<file path="src/rtl/core/rpd_pkg.sv">
// types, codes and the crc byte update shared by the packet deframer
// no dependencies
`default_nettype none

package rpd_pkg;

  localparam logic [7:0]  PREAMBLE_RESET = 8'hAA;
  localparam logic [7:0]  SYNC_RESET     = 8'hAB;
  localparam logic [15:0] CRC_INIT       = 16'hFFFF;
  localparam logic [15:0] CRC_POLY       = 16'h8408;
  localparam logic [8:0]  LEN_OVERHEAD   = 9'd15;

  // configuration register indexes
  localparam logic CFG_PREAMBLE = 1'b0;
  localparam logic CFG_SYNC     = 1'b1;

  // status codes
  localparam logic [2:0] ST_OK       = 3'd0;
  localparam logic [2:0] ST_PREAMBLE = 3'd1;
  localparam logic [2:0] ST_SYNC     = 3'd2;
  localparam logic [2:0] ST_LENGTH   = 3'd3;
  localparam logic [2:0] ST_CRC      = 3'd4;
  localparam logic [2:0] ST_TRUNC    = 3'd5;

  // result kinds
  localparam logic KIND_PAYLOAD = 1'b0;
  localparam logic KIND_STATUS  = 1'b1;

  typedef struct packed {
    logic [7:0] rx_byte;
    logic       frame_end;
  } rx_item_t;

  typedef struct packed {
    logic        kind;
    logic [7:0]  payload_byte;
    logic [7:0]  byte_index;
    logic [2:0]  status;
    logic [7:0]  station;
    logic [7:0]  sequence_number;
    logic [31:0] time_stamp;
    logic [7:0]  total_length;
    logic [7:0]  info_length;
    logic [15:0] computed_crc;
    logic [15:0] trailer_crc;
  } result_t;

  // which captured field a byte lands in
  typedef enum logic [2:0] {
    CAP_NONE,
    CAP_LEN,
    CAP_STATION,
    CAP_SEQ,
    CAP_STAMP,
    CAP_INFO,
    CAP_TRAIL
  } cap_e;

  // what the back end emits for a byte
  typedef enum logic [1:0] {
    EM_NONE,
    EM_PAYLOAD,
    EM_STATUS,
    EM_CHECK
  } emit_e;

  typedef struct packed {
    logic       feed;
    cap_e       cap;
    emit_e      emit;
    logic [2:0] status;
    logic [7:0] data;
    logic [7:0] index;
  } cmd_t;

  // reflected crc-16, one byte lsb first
  function automatic logic [15:0] crc_byte(logic [15:0] crc, logic [7:0] b);
    logic [15:0] x;
    x = crc;
    for (int k = 0; k < 8; k++) begin
      if (x[0] ^ b[k]) begin
        x = (x >> 1) ^ CRC_POLY;
      end else begin
        x = x >> 1;
      end
    end
    return x;
  endfunction

endpackage

`default_nettype wire

</file>
<file path="src/rtl/core/radio_packet_deframer_crc16.sv">
// top level of the radio packet deframer with crc-16 check
// depends on rpd_pkg, rpd_front, rpd_queue, rpd_back
//
//   channel  | direction | handshake                 | beat
//   ---------+-----------+---------------------------+---------------------------
//   input    | in        | in_valid_i / in_stall_o   | rx_item_t: byte, frame end
//   result   | out       | out_valid_o / out_stall_i | result_t: payload or status
//   config   | in        | cfg_we_i                  | cfg_index_i, cfg_wdata_i
//
// one byte per cycle unless stalled; each byte's result is registered after the queue
// the crc advances a whole byte at a time inside the back end
// a two-entry command queue and the result register absorb output stalls;
// in_stall_o rises only when the queue is full
// reset is asynchronous and needs no clearing pass
`default_nettype none

module radio_packet_deframer_crc16 import rpd_pkg::*; (
  input  wire logic       clk_i,
  input  wire logic       rst_ni,
  input  wire logic       cfg_we_i,
  input  wire logic       cfg_index_i,
  input  wire logic [7:0] cfg_wdata_i,
  input  wire logic       in_valid_i,
  output      logic       in_stall_o,
  input  wire rx_item_t   in_data_i,
  output      logic       out_valid_o,
  input  wire logic       out_stall_i,
  output      result_t    out_data_o
);

  logic accept, push, full, nonempty, pop;
  cmd_t push_cmd, pop_cmd;

  assign in_stall_o = full;
  assign accept     = in_valid_i && !full;

  rpd_front u_front (
    .clk_i       (clk_i),
    .rst_ni      (rst_ni),
    .cfg_we_i    (cfg_we_i),
    .cfg_index_i (cfg_index_i),
    .cfg_wdata_i (cfg_wdata_i),
    .accept_i    (accept),
    .item_i      (in_data_i),
    .push_o      (push),
    .cmd_o       (push_cmd)
  );

  rpd_queue u_queue (
    .clk_i      (clk_i),
    .rst_ni     (rst_ni),
    .push_i     (push),
    .push_cmd_i (push_cmd),
    .full_o     (full),
    .nonempty_o (nonempty),
    .pop_i      (pop),
    .pop_cmd_o  (pop_cmd)
  );

  rpd_back u_back (
    .clk_i       (clk_i),
    .rst_ni      (rst_ni),
    .cmd_valid_i (nonempty),
    .cmd_i       (pop_cmd),
    .pop_o       (pop),
    .out_valid_o (out_valid_o),
    .out_stall_i (out_stall_i),
    .out_data_o  (out_data_o)
  );

endmodule

`default_nettype wire

</file>
<file path="src/rtl/core/rpd_front.sv">
// front end: tracks the frame position, checks preamble and sync, classifies bytes
// depends on rpd_pkg
`default_nettype none

module rpd_front import rpd_pkg::*; (
  input  wire logic       clk_i,
  input  wire logic       rst_ni,
  input  wire logic       cfg_we_i,
  input  wire logic       cfg_index_i,
  input  wire logic [7:0] cfg_wdata_i,
  input  wire logic       accept_i,
  input  wire rx_item_t   item_i,
  output      logic       push_o,
  output      cmd_t       cmd_o
);

  typedef enum logic [1:0] {
    PH_HEADER,
    PH_PAYLOAD,
    PH_TRAILER,
    PH_DISCARD
  } phase_e;

  phase_e     phase_q, phase_d;
  logic [7:0] pos_q, pos_d;
  logic [7:0] info_q, info_d;
  logic [7:0] preamble_q, sync_q;

  logic [7:0] b;
  logic       fin;
  logic [7:0] pos_inc;

  assign b       = item_i.rx_byte;
  assign fin     = item_i.frame_end;
  assign pos_inc = pos_q + 8'd1;

  always_comb begin
    phase_d    = phase_q;
    pos_d      = pos_q;
    info_d     = info_q;
    push_o     = 1'b0;
    cmd_o      = '0;
    cmd_o.cap  = CAP_NONE;
    cmd_o.emit = EM_NONE;
    cmd_o.data = b;
    unique case (phase_q)
      PH_HEADER: begin
        if (pos_q < 8'd4) begin
          if (b != preamble_q) begin
            push_o       = 1'b1;
            cmd_o.emit   = EM_STATUS;
            cmd_o.status = ST_PREAMBLE;
            phase_d      = fin ? PH_HEADER : PH_DISCARD;
            pos_d        = '0;
          end else if (fin) begin
            push_o       = 1'b1;
            cmd_o.emit   = EM_STATUS;
            cmd_o.status = ST_TRUNC;
            pos_d        = '0;
          end else begin
            pos_d = pos_inc;
          end
        end else begin
          push_o     = 1'b1;
          cmd_o.feed = 1'b1;
          priority if (pos_q == 8'd4) begin
            cmd_o.cap = CAP_LEN;
          end else if (pos_q == 8'd5) begin
            cmd_o.cap = CAP_NONE;
          end else if (pos_q == 8'd6) begin
            cmd_o.cap = CAP_STATION;
          end else if (pos_q == 8'd7) begin
            cmd_o.cap = CAP_SEQ;
          end else if (pos_q <= 8'd11) begin
            cmd_o.cap = CAP_STAMP;
          end else begin
            cmd_o.cap = CAP_INFO;
          end
          if (pos_q == 8'd5 && b != sync_q) begin
            cmd_o.emit   = EM_STATUS;
            cmd_o.status = ST_SYNC;
            phase_d      = fin ? PH_HEADER : PH_DISCARD;
            pos_d        = '0;
          end else if (fin) begin
            cmd_o.emit   = EM_STATUS;
            cmd_o.status = ST_TRUNC;
            phase_d      = PH_HEADER;
            pos_d        = '0;
          end else if (pos_q >= 8'd12) begin
            info_d  = b;
            pos_d   = '0;
            phase_d = (b != 8'd0) ? PH_PAYLOAD : PH_TRAILER;
          end else begin
            pos_d = pos_inc;
          end
        end
      end
      PH_PAYLOAD: begin
        push_o     = 1'b1;
        cmd_o.feed = 1'b1;
        if (fin) begin
          cmd_o.emit   = EM_STATUS;
          cmd_o.status = ST_TRUNC;
          phase_d      = PH_HEADER;
          pos_d        = '0;
        end else begin
          cmd_o.emit  = EM_PAYLOAD;
          cmd_o.index = pos_q;
          if (pos_inc >= info_q) begin
            pos_d   = '0;
            phase_d = PH_TRAILER;
          end else begin
            pos_d = pos_inc;
          end
        end
      end
      PH_TRAILER: begin
        push_o = 1'b1;
        if (pos_q == 8'd0) begin
          cmd_o.cap = CAP_TRAIL;
          if (fin) begin
            cmd_o.emit   = EM_STATUS;
            cmd_o.status = ST_TRUNC;
            phase_d      = PH_HEADER;
            pos_d        = '0;
          end else begin
            pos_d = 8'd1;
          end
        end else begin
          cmd_o.emit = EM_CHECK;
          phase_d    = fin ? PH_HEADER : PH_DISCARD;
          pos_d      = '0;
        end
      end
      PH_DISCARD: begin
        if (fin) begin
          phase_d = PH_HEADER;
          pos_d   = '0;
        end
      end
      default: begin
        phase_d = PH_HEADER;
        pos_d   = '0;
      end
    endcase
    if (!accept_i) begin
      push_o  = 1'b0;
      phase_d = phase_q;
      pos_d   = pos_q;
      info_d  = info_q;
    end
  end

  always_ff @(posedge clk_i or negedge rst_ni) begin
    if (!rst_ni) begin
      phase_q    <= PH_HEADER;
      pos_q      <= '0;
      info_q     <= '0;
      preamble_q <= PREAMBLE_RESET;
      sync_q     <= SYNC_RESET;
    end else begin
      phase_q <= phase_d;
      pos_q   <= pos_d;
      info_q  <= info_d;
      if (cfg_we_i && cfg_index_i == CFG_PREAMBLE) begin
        preamble_q <= cfg_wdata_i;
      end
      if (cfg_we_i && cfg_index_i == CFG_SYNC) begin
        sync_q <= cfg_wdata_i;
      end
    end
  end

endmodule

`default_nettype wire

</file>
<file path="src/rtl/core/rpd_queue.sv">
// two-entry command queue between front and back end
// depends on rpd_pkg
`default_nettype none

module rpd_queue import rpd_pkg::*; (
  input  wire logic clk_i,
  input  wire logic rst_ni,
  input  wire logic push_i,
  input  wire cmd_t push_cmd_i,
  output      logic full_o,
  output      logic nonempty_o,
  input  wire logic pop_i,
  output      cmd_t pop_cmd_o
);

  cmd_t       mem_q [2];
  logic       wr_q, rd_q;
  logic [1:0] count_q;

  assign full_o     = (count_q == 2'd2);
  assign nonempty_o = (count_q != 2'd0);
  assign pop_cmd_o  = mem_q[rd_q];

  always_ff @(posedge clk_i) begin
    if (push_i) begin
      mem_q[wr_q] <= push_cmd_i;
    end
  end

  always_ff @(posedge clk_i or negedge rst_ni) begin
    if (!rst_ni) begin
      wr_q    <= 1'b0;
      rd_q    <= 1'b0;
      count_q <= '0;
    end else begin
      if (push_i) begin
        wr_q <= ~wr_q;
      end
      if (pop_i) begin
        rd_q <= ~rd_q;
      end
      if (push_i && !pop_i) begin
        count_q <= count_q + 2'd1;
      end else if (pop_i && !push_i) begin
        count_q <= count_q - 2'd1;
      end
    end
  end

endmodule

`default_nettype wire

</file>
<file path="src/rtl/core/rpd_back.sv">
// back end: crc update, field capture and result register
// depends on rpd_pkg
`default_nettype none

module rpd_back import rpd_pkg::*; (
  input  wire logic    clk_i,
  input  wire logic    rst_ni,
  input  wire logic    cmd_valid_i,
  input  wire cmd_t    cmd_i,
  output      logic    pop_o,
  output      logic    out_valid_o,
  input  wire logic    out_stall_i,
  output      result_t out_data_o
);

  logic [15:0] crc_q, crc_d;
  logic [7:0]  len_q, len_d;
  logic [7:0]  station_q, station_d;
  logic [7:0]  seq_q, seq_d;
  logic [31:0] stamp_q, stamp_d;
  logic [7:0]  info_q, info_d;
  logic [7:0]  trail_q, trail_d;
  logic        out_valid_q;
  result_t     out_q, res_d;
  logic        out_free, closes;
  logic [15:0] comp, recv;

  assign out_free    = !out_valid_q || !out_stall_i;
  assign pop_o       = cmd_valid_i && (cmd_i.emit == EM_NONE || out_free);
  assign closes      = (cmd_i.emit == EM_STATUS) || (cmd_i.emit == EM_CHECK);
  assign out_valid_o = out_valid_q;
  assign out_data_o  = out_q;

  assign comp = ~crc_q;
  assign recv = {trail_q, cmd_i.data};

  always_comb begin
    crc_d     = cmd_i.feed ? crc_byte(crc_q, cmd_i.data) : crc_q;
    len_d     = (cmd_i.cap == CAP_LEN)     ? cmd_i.data : len_q;
    station_d = (cmd_i.cap == CAP_STATION) ? cmd_i.data : station_q;
    seq_d     = (cmd_i.cap == CAP_SEQ)     ? cmd_i.data : seq_q;
    stamp_d   = (cmd_i.cap == CAP_STAMP)   ? {stamp_q[23:0], cmd_i.data} : stamp_q;
    info_d    = (cmd_i.cap == CAP_INFO)    ? cmd_i.data : info_q;
    trail_d   = (cmd_i.cap == CAP_TRAIL)   ? cmd_i.data : trail_q;

    res_d = '0;
    if (cmd_i.emit == EM_PAYLOAD) begin
      res_d.kind         = KIND_PAYLOAD;
      res_d.payload_byte = cmd_i.data;
      res_d.byte_index   = cmd_i.index;
    end else begin
      res_d.kind            = KIND_STATUS;
      res_d.status          = cmd_i.status;
      res_d.station         = station_d;
      res_d.sequence_number = seq_d;
      res_d.time_stamp      = stamp_d;
      res_d.total_length    = len_d;
      res_d.info_length     = info_d;
      if (cmd_i.emit == EM_CHECK) begin
        res_d.computed_crc = comp;
        res_d.trailer_crc  = recv;
        // length rule is checked in 9 bits so that it cannot wrap
        if ({1'b0, len_q} != ({1'b0, info_q} + LEN_OVERHEAD)) begin
          res_d.status = ST_LENGTH;
        end else if (comp != recv) begin
          res_d.status = ST_CRC;
        end else begin
          res_d.status = ST_OK;
        end
      end
    end
  end

  always_ff @(posedge clk_i) begin
    if (pop_o && cmd_i.emit != EM_NONE) begin
      out_q <= res_d;
    end
  end

  always_ff @(posedge clk_i or negedge rst_ni) begin
    if (!rst_ni) begin
      out_valid_q <= 1'b0;
      crc_q       <= CRC_INIT;
      len_q       <= '0;
      station_q   <= '0;
      seq_q       <= '0;
      stamp_q     <= '0;
      info_q      <= '0;
      trail_q     <= '0;
    end else begin
      if (out_free) begin
        out_valid_q <= pop_o && cmd_i.emit != EM_NONE;
      end
      if (pop_o) begin
        // a status closes the frame: nothing captured is read again before a new one
        if (closes) begin
          crc_q     <= CRC_INIT;
          len_q     <= '0;
          station_q <= '0;
          seq_q     <= '0;
          stamp_q   <= '0;
          info_q    <= '0;
          trail_q   <= '0;
        end else begin
          crc_q     <= crc_d;
          len_q     <= len_d;
          station_q <= station_d;
          seq_q     <= seq_d;
          stamp_q   <= stamp_d;
          info_q    <= info_d;
          trail_q   <= trail_d;
        end
      end
    end
  end

endmodule

`default_nettype wire

</file>
<file path="config.mk">
export PLATFORM = sky130hd
export DESIGN_NAME = radio_packet_deframer_crc16
export DESIGN_NICKNAME = d
export VERILOG_FILES = /design/src/rtl/core/rpd_pkg.sv /design/src/rtl/core/radio_packet_deframer_crc16.sv /design/src/rtl/core/rpd_front.sv /design/src/rtl/core/rpd_queue.sv /design/src/rtl/core/rpd_back.sv
export SDC_FILE = /design/constraint.sdc
export NUM_CORES = 1
export LEC_CHECK = 0
export ABC_AREA = 0
export BUFFER_PORTS_ARGS = -buffer_cell sky130_fd_sc_hd__buf_2
export CAP_MARGIN = 40
export CORE_MARGIN = 4
export CORE_UTILIZATION = 59
export CTS_CLUSTER_DIAMETER = 60
export CTS_CLUSTER_SIZE = 14
export DETAILED_ROUTE_END_ITERATION = 12
export PLACE_DENSITY = 0.8
export RECOVER_POWER = 50
export SLEW_MARGIN = 20
export SYNTH_ARGS = -nofsm -noshare
export SYNTH_HDL_FRONTEND = slang
export SYNTH_HIERARCHICAL = 1
export SYNTH_SLANG_ARGS = --single-unit
</file>
<file path="constraint.sdc">
create_clock -name clk_i -period 8 [get_ports clk_i]
set_input_delay 0.8 -clock clk_i [delete_from_list [all_inputs] [get_ports clk_i]]
set_output_delay 0.8 -clock clk_i [all_outputs]
set_load 0.05 [all_outputs]
</file>
==> flow_metrics.py, run 1 <==
metrics = {
    "clock_tree": {
        "clk_latency_ns": 0.52,
        "postCtsResizedCells": 0,
        "h-tree-depth": 1,
        "cts.path.max_buffers": 3,
        "cts_tree": "yes",
        "cts_sinks": 293,
        "cts_made_buffers": 25,
        "clk_pin_slew_ns": 0.07,
        "post_cts_buffers": 0,
        "cts_root_buf": "clkbuf_16",
        "hold_buffers": 0,
    },
    "synthesis": {
        "synth.largest_area_cell": "edfxtp_1",
        "synth_async_sr_flop_share_pct": 43.3,
        "synthesis.area_um2": 13300,
        "synth_top_area_share_pct": 37.5,
        "yosysSeqAreaShare_pct": 61.7,
        "synth-edff-count": 166,
        "synthTopCellsByArea": "edfxtp_1 (38%), dfrtp_1 (19%), nand2_1 (5.2%)",
        "synth_ff_type": "edfxtp_1",
        "syn_nets": 1137,
        "yosysMostFrequentCell": "nand2_1",
        "avgSynthCellArea_um2": 12.1,
        "netlist_instances": 1096,
        "synth_warnings": 6,
        "ys_seq_elements": 293,
        "ys_types": 75,
        "netlist_top_cells_count": "nand2_1 (184), edfxtp_1 (166), dfrtp_1 (102), o21ai_0 (65), a21oi_1 (59)",
    },
    "floorplan": {
        "die_y_um": 158,
        "die_w_um": 158,
        "core_area_um2": 22000,
        "initial_core_util_pct": 60.5,
        "num_io_pins": 141,
        "row_count": 54,
        "dieArea_um2": 25000,
    },
    "critical_path": {
        "required_ns": 8.23,
        "cp_slowest_cell": "nor2_1",
        "cp_max_fo": 49,
        "r2r_cells": 4,
        "r2r_start": "u_queue/rd_q",
        "cp.arrival_ns": 4.86,
        "critPathCapture": "u_back/out_data_o[47]",
        "setup.worst_path.start": "u_queue/rd_q",
        "startpoint_type": "flip-flop",
        "crit_path_cell_trace": "mux2_1, nor2_1, buf_4, a21oi_1",
        "max_stage_delay_ns": 1.76,
        "crit_type": "reg2reg",
        "cp-end-kind": "flip-flop",
        "reg2reg_to": "u_back/out_data_o[47]",
        "rrSetupSlack_ns": 3.37,
    },
    "global_routing": {
        "grt_busiest_layer": "met2",
        "grt_use_met3_pct": 3.94,
        "antenna_found_initial": 0,
        "met2_usage_pct": 36.5,
        "grtUsageTotal_pct": 22.7,
        "grt_pass1_vias": 8560,
        "grt_pass1_wl_um": 45200,
        "use_met1_pct": 32.3,
        "grt_max_degree": 68,
        "overflow": 0,
    },
    "timing": {
        "tns_ns": 0,
        "hold_violations": 0,
        "slew_headroom_pct": -89.1,
        "tightest_slew_ns": 2.84,
        "fmax_mhz": 216,
        "period_needed_ns": 4.63,
        "slew_viol_final": 132,
        "post-route-period-util_pct": 57.9,
        "fin_skew_ns": 0.0159,
        "setup_ws_ns": 3.37,
        "rsz0062_at_grt": "false",
        "setup_viol": 0,
    },
    "detailed_routing": {
        "via_count": 8916,
        "wl_per_cell_um": 19.1,
        "drt_drc_violations_left": 0,
        "vias_per_cell": 5.92,
        "drt_iter0_drc": 874,
        "routed_wl_um": 28700,
        "antenna_left": 0,
        "dr.pass1.iters": 6,
    },
    "finish": {
        "fin_nets": 1250,
        "nFillCells": 1618,
        "final_core_util_pct": 67.0,
        "postLayoutCellArea_um2": 14700,
        "drive_gt1_share_pct": 12.0,
        "seq_area_um2": 8190,
        "area_growth_pct": 10.8,
        "diodes": 0,
        "multi_input_area_um2": 4660,
    },
    "hold_path": {
        "whs_path_depth": 1,
        "hp-class": "reg2reg",
    },
    "placement": {
        "io_buffers": 140,
        "place_ws_ns": 4.41,
        "dp_hpwl_um": 19300,
        "globalplace.congestion": 0.850,
        "dpl-instance-area_um2": 14100,
    },
    "run": {
        "cap_violations": 3,
    },
    "status": {
        "violations": "capacitance limit, slew limit",
        "status": "complete, but fails checks",
    },
}
## worst min path at each step
stage                          endpoint  slack [ns]                 from
global route        u_back/station_q[0]        0.50  u_back/station_q[0]
detailed placement      u_back/seq_q[0]        0.47      u_back/seq_q[0]
floorplan           u_back/station_q[7]        0.44  u_back/station_q[7]
finish               u_back/stamp_q[31]        0.48   u_back/stamp_q[31]
global placement    u_back/station_q[7]        0.46  u_back/station_q[7]
CTS                   u_front/info_q[7]        0.32               rst_ni
## critical path: cells and delay by family, from the launching register on
family,cells,cell delay (ns)
mux,1,0.89
compound gates,1,0.17
flops,1,0.85
simple gates,1,1.76
buf+inv,1,0.66
## layer usage
metal | part of all wire (%) | up-vias
met4 | 2.3 | 0
met3 | 7.6 | 67
met1 | 43 | 4354
li1 | - | 4104
met5 | 0 | -
met2 | 48 | 391
## per-stage QoR
| step | std cells | hold WS, ns |
|---|---|---|
| 2_1_floorplan | 1096 | 0.442 |
| 3_3_place_gp | 1455 | 0.459 |
| 3_5_place_dp | 1460 | 0.471 |
| 4_1_cts | 1504 | 0.316 |
| 5_1_grt | 1506 | 0.503 |
| 6_report | 1506 | 0.481 |
## area by class of cell
| type | instances | share of cell area (%) |
|---|---|---|
| Clock buffer | 41 | 4.73 |
| Clock inverter | 3 | 0.289 |
| Inverter | 21 | 0.536 |
| Multi-Input combinational cell | 714 | 31.7 |
| Sequential cell | 293 | 55.7 |
| Tap cell | 280 | 2.38 |
| Timing Repair Buffer | 154 | 4.69 |
## flip-flops by register name, summed over array words and instances, names as in the netlist, 2 cells and up
register	cells
u_back/out_data_o	116
u_back/len_q	8
u_back/trail_q	8
u_back/info_q	8
u_front/preamble_q	8
u_front/info_q	8
u_front/pos_q	8
u_back/station_q	8
u_back/seq_q	8
u_front/sync_q	8
u_queue/mem_q	50
u_queue/count_q	2
u_back/crc_q	16
u_front/phase_q	2
u_back/stamp_q	32
## cells in the final DEF (no fill, tap or decap), types with 4 or more instances in the layout
master     Yosys  final
nand2_1      184    184
edfxtp_1     166    166
clkbuf_1      28    144
dfrtp_1      102    102
o21ai_0       65     65
a21oi_1       59     59
nor2_1        57     56
xnor2_1       43     43
a22o_1        30     30
clkbuf_16      0     25
dfstp_2       25     25
mux2_2        24     23
xor2_1        21     21
inv_1         20     20
mux2_4        19     19
and3_1        18     18
and2_0         0     18
ha_1          18     18
o22a_1        15     15
mux2i_1       15     15
buf_2         24     13
nand2b_1      13     13
and2_1        29     11
nand4_1        9      9
nand3_1        7      7
nor4_1         6      6
buf_4          8      6
a31oi_1        5      5
nor2b_1        6      5
o21ai_2        3      4
o211ai_1       4      4
nor3_1         3      4
## logic make-up after synthesis
family          share of synthesized area [%]
compound gates                           10.3
xor+xnor                                 4.47
fa+ha+maj                                1.70
buf+inv                                  3.38
flops                                    61.7
mux                                      5.31
simple gates                             13.1
Power of run 1 is not shown: default switching activity piles up to over one toggle a cycle in this logic, so the estimate is an artifact.
==> run 2: changes to the inputs <==
clock period = 4.5 ns   (was 8 ns; I/O delays follow)
==> run 2 against run 1 <==
Effect of this change: the flow still finishes with violations (capacitance limit, slew limit); flip-flop and latch count stayed put; via count increased by 0.40%; first-iteration DRC count fell by 13%; cell count grew 0.33%; non-clock buffer count increased by 5; cell area barely moved; die area is the same; setup slack lost 2.4 ns; wire length increased by 1.1%; register-to-register slack worse by 2.4 ns; utilization hardly changed; count of clock-buffer cells in the layout is 3 higher; highest routed layer unchanged.
==> flow_metrics.py, run 2 (synthesis results as in run 1) <==
metrics = {
    "status": {
        "violations": "capacitance limit, slew limit",
        "status": "complete, but fails checks",
    },
    "finish": {
        "drive_gt1_share_pct": 11.4,
        "diodes": 0,
        "area_growth_pct": 10.8,
        "fin_nets": 1254,
        "mostFrequentLayoutCell": "nand2_1",
        "final_core_util_pct": 67.0,
        "largest_reg_flops": 116,
        "layout_common_cells": "nand2_1 (184), edfxtp_1 (166), clkbuf_1 (151), dfrtp_1 (102), o21ai_0 (65)",
        "postLayoutCellArea_um2": 14700,
    },
    "critical_path": {
        "path_buf_inv": 1,
        "crit_type": "reg2reg",
        "setup.worst_path.start": "u_queue/rd_q",
        "rrSetupSlack_ns": 0.93,
        "reg2reg_to": "u_back/out_data_o[98]",
        "cp.arrival_ns": 3.85,
        "r2r_start": "u_queue/rd_q",
        "required_ns": 4.77,
        "cp_slowest_cell": "clkbuf_1",
        "r2r_cells": 7,
        "critPathCapture": "u_back/out_data_o[98]",
        "cp-end-kind": "flip-flop",
        "max_stage_delay_ns": 0.81,
        "crit_cells": 7,
        "startpoint_type": "flip-flop",
        "cp_top_family": "buffers and inverters",
        "crit_path_cell_trace": "clkbuf_1, mux2_1, xor2_2, nand4_1, nor4_1, a31oi_1, a22o_1",
        "cp_max_fo": 15,
    },
    "clock_tree": {
        "clk_latency_ns": 0.52,
        "cts_tree": "yes",
        "cts_root_buf": "clkbuf_16",
        "cts_sinks": 293,
        "clk_pin_slew_ns": 0.07,
        "h-tree-depth": 1,
        "cts_made_buffers": 24,
        "cts.path.max_buffers": 3,
    },
    "detailed_routing": {
        "wl_met1_um": 12100,
        "antenna_left": 0,
        "drt_drc_violations_left": 0,
        "wl_met3_um": 2270,
        "vias_per_cell": 5.92,
        "dr_wl_met2_um": 14000,
        "via_count": 8952,
        "routed_wl_um": 29000,
        "drt_iter0_drc": 759,
        "dr.pass1.iters": 7,
        "wl_per_cell_um": 19.2,
        "routed.top_layer": "met4",
    },
    "timing": {
        "rsz0062_at_grt": "false",
        "fin_skew_ns": 0.0109,
        "tns_ns": 0,
        "slew_viol_final": 69,
        "hold_violations": 0,
        "fmax_mhz": 280,
        "whs_ns": 0.176,
        "tightest_slew_ns": 1.87,
        "period_needed_ns": 3.57,
        "setup_viol": 0,
        "post-route-period-util_pct": 79.4,
        "slew_headroom_pct": -24.4,
    },
    "floorplan": {
        "dieArea_um2": 25000,
        "num_io_pins": 141,
        "row_count": 54,
        "core_area_um2": 22000,
        "die_w_um": 158,
        "initial_core_util_pct": 60.5,
        "die_y_um": 158,
    },
    "global_routing": {
        "antenna_found_initial": 0,
        "grt_max_degree": 68,
        "grtUsageTotal_pct": 23.0,
        "grt_pass1_wl_um": 45700,
        "grt_pass1_vias": 8586,
        "overflow": 0,
    },
    "placement": {
        "globalplace.congestion": 0.915,
        "dpl-instance-area_um2": 14200,
        "io_buffers": 140,
        "dp_hpwl_um": 19400,
    },
    "hold_path": {
        "hp-class": "in2reg",
    },
    "run": {
        "cap_violations": 2,
    },
}
run 2: area by class of cell:
type | count | area (um^2)
fillers | 1651 | 7250
repair buffers | 159 | 751
clock buffers | 44 | 697
well taps | 280 | 350
inverters | 21 | 78.8
flip-flops and latches | 293 | 8190
multi-input cells | 714 | 4640
run 2: metrics by stage:
step,setup slack [ns],instances
after floorplan,0.757,1096
final,0.925,1511
after detailed placement,1.38,1464
after global routing,0.717,1511
after CTS,1.37,1508
after global placement,1.32,1459
run 2: worst min path at each step:
stage | end | start | slack, ns | depth (start not counted)
global placement | u_back/station_q[7] | u_back/station_q[7] | 0.46 | 2
floorplan | u_back/info_q[0] | rst_ni | 0.15 | 0
global route | u_front/sync_q[0] | cfg_wdata_i[0] | 0.16 | 2
detailed placement | u_back/station_q[6] | u_back/station_q[6] | 0.47 | 2
CTS | u_front/info_q[5] | rst_ni | 0.04 | 1
finish | u_front/preamble_q[0] | cfg_wdata_i[0] | 0.18 | 2
run 2: routing by layer:
layer  vias to the layer above  global-route usage, %
li1                       4106                      -
met1                      4384                   32.7
met2                       407                   37.4
met3                        55                   3.80
met4                         0                   6.09
met5                         -                      0
run 2: timing repair:
| item | in CTS | in global routing |
|---|---|---|
| hold buffers | 0 | 1 |
| gates resized for setup | 0 | 0 |
| buffers inserted | 0 | 0 |
| hold endpoints to repair | 0 | 19 |
Power of run 2 is left out for the same reason.
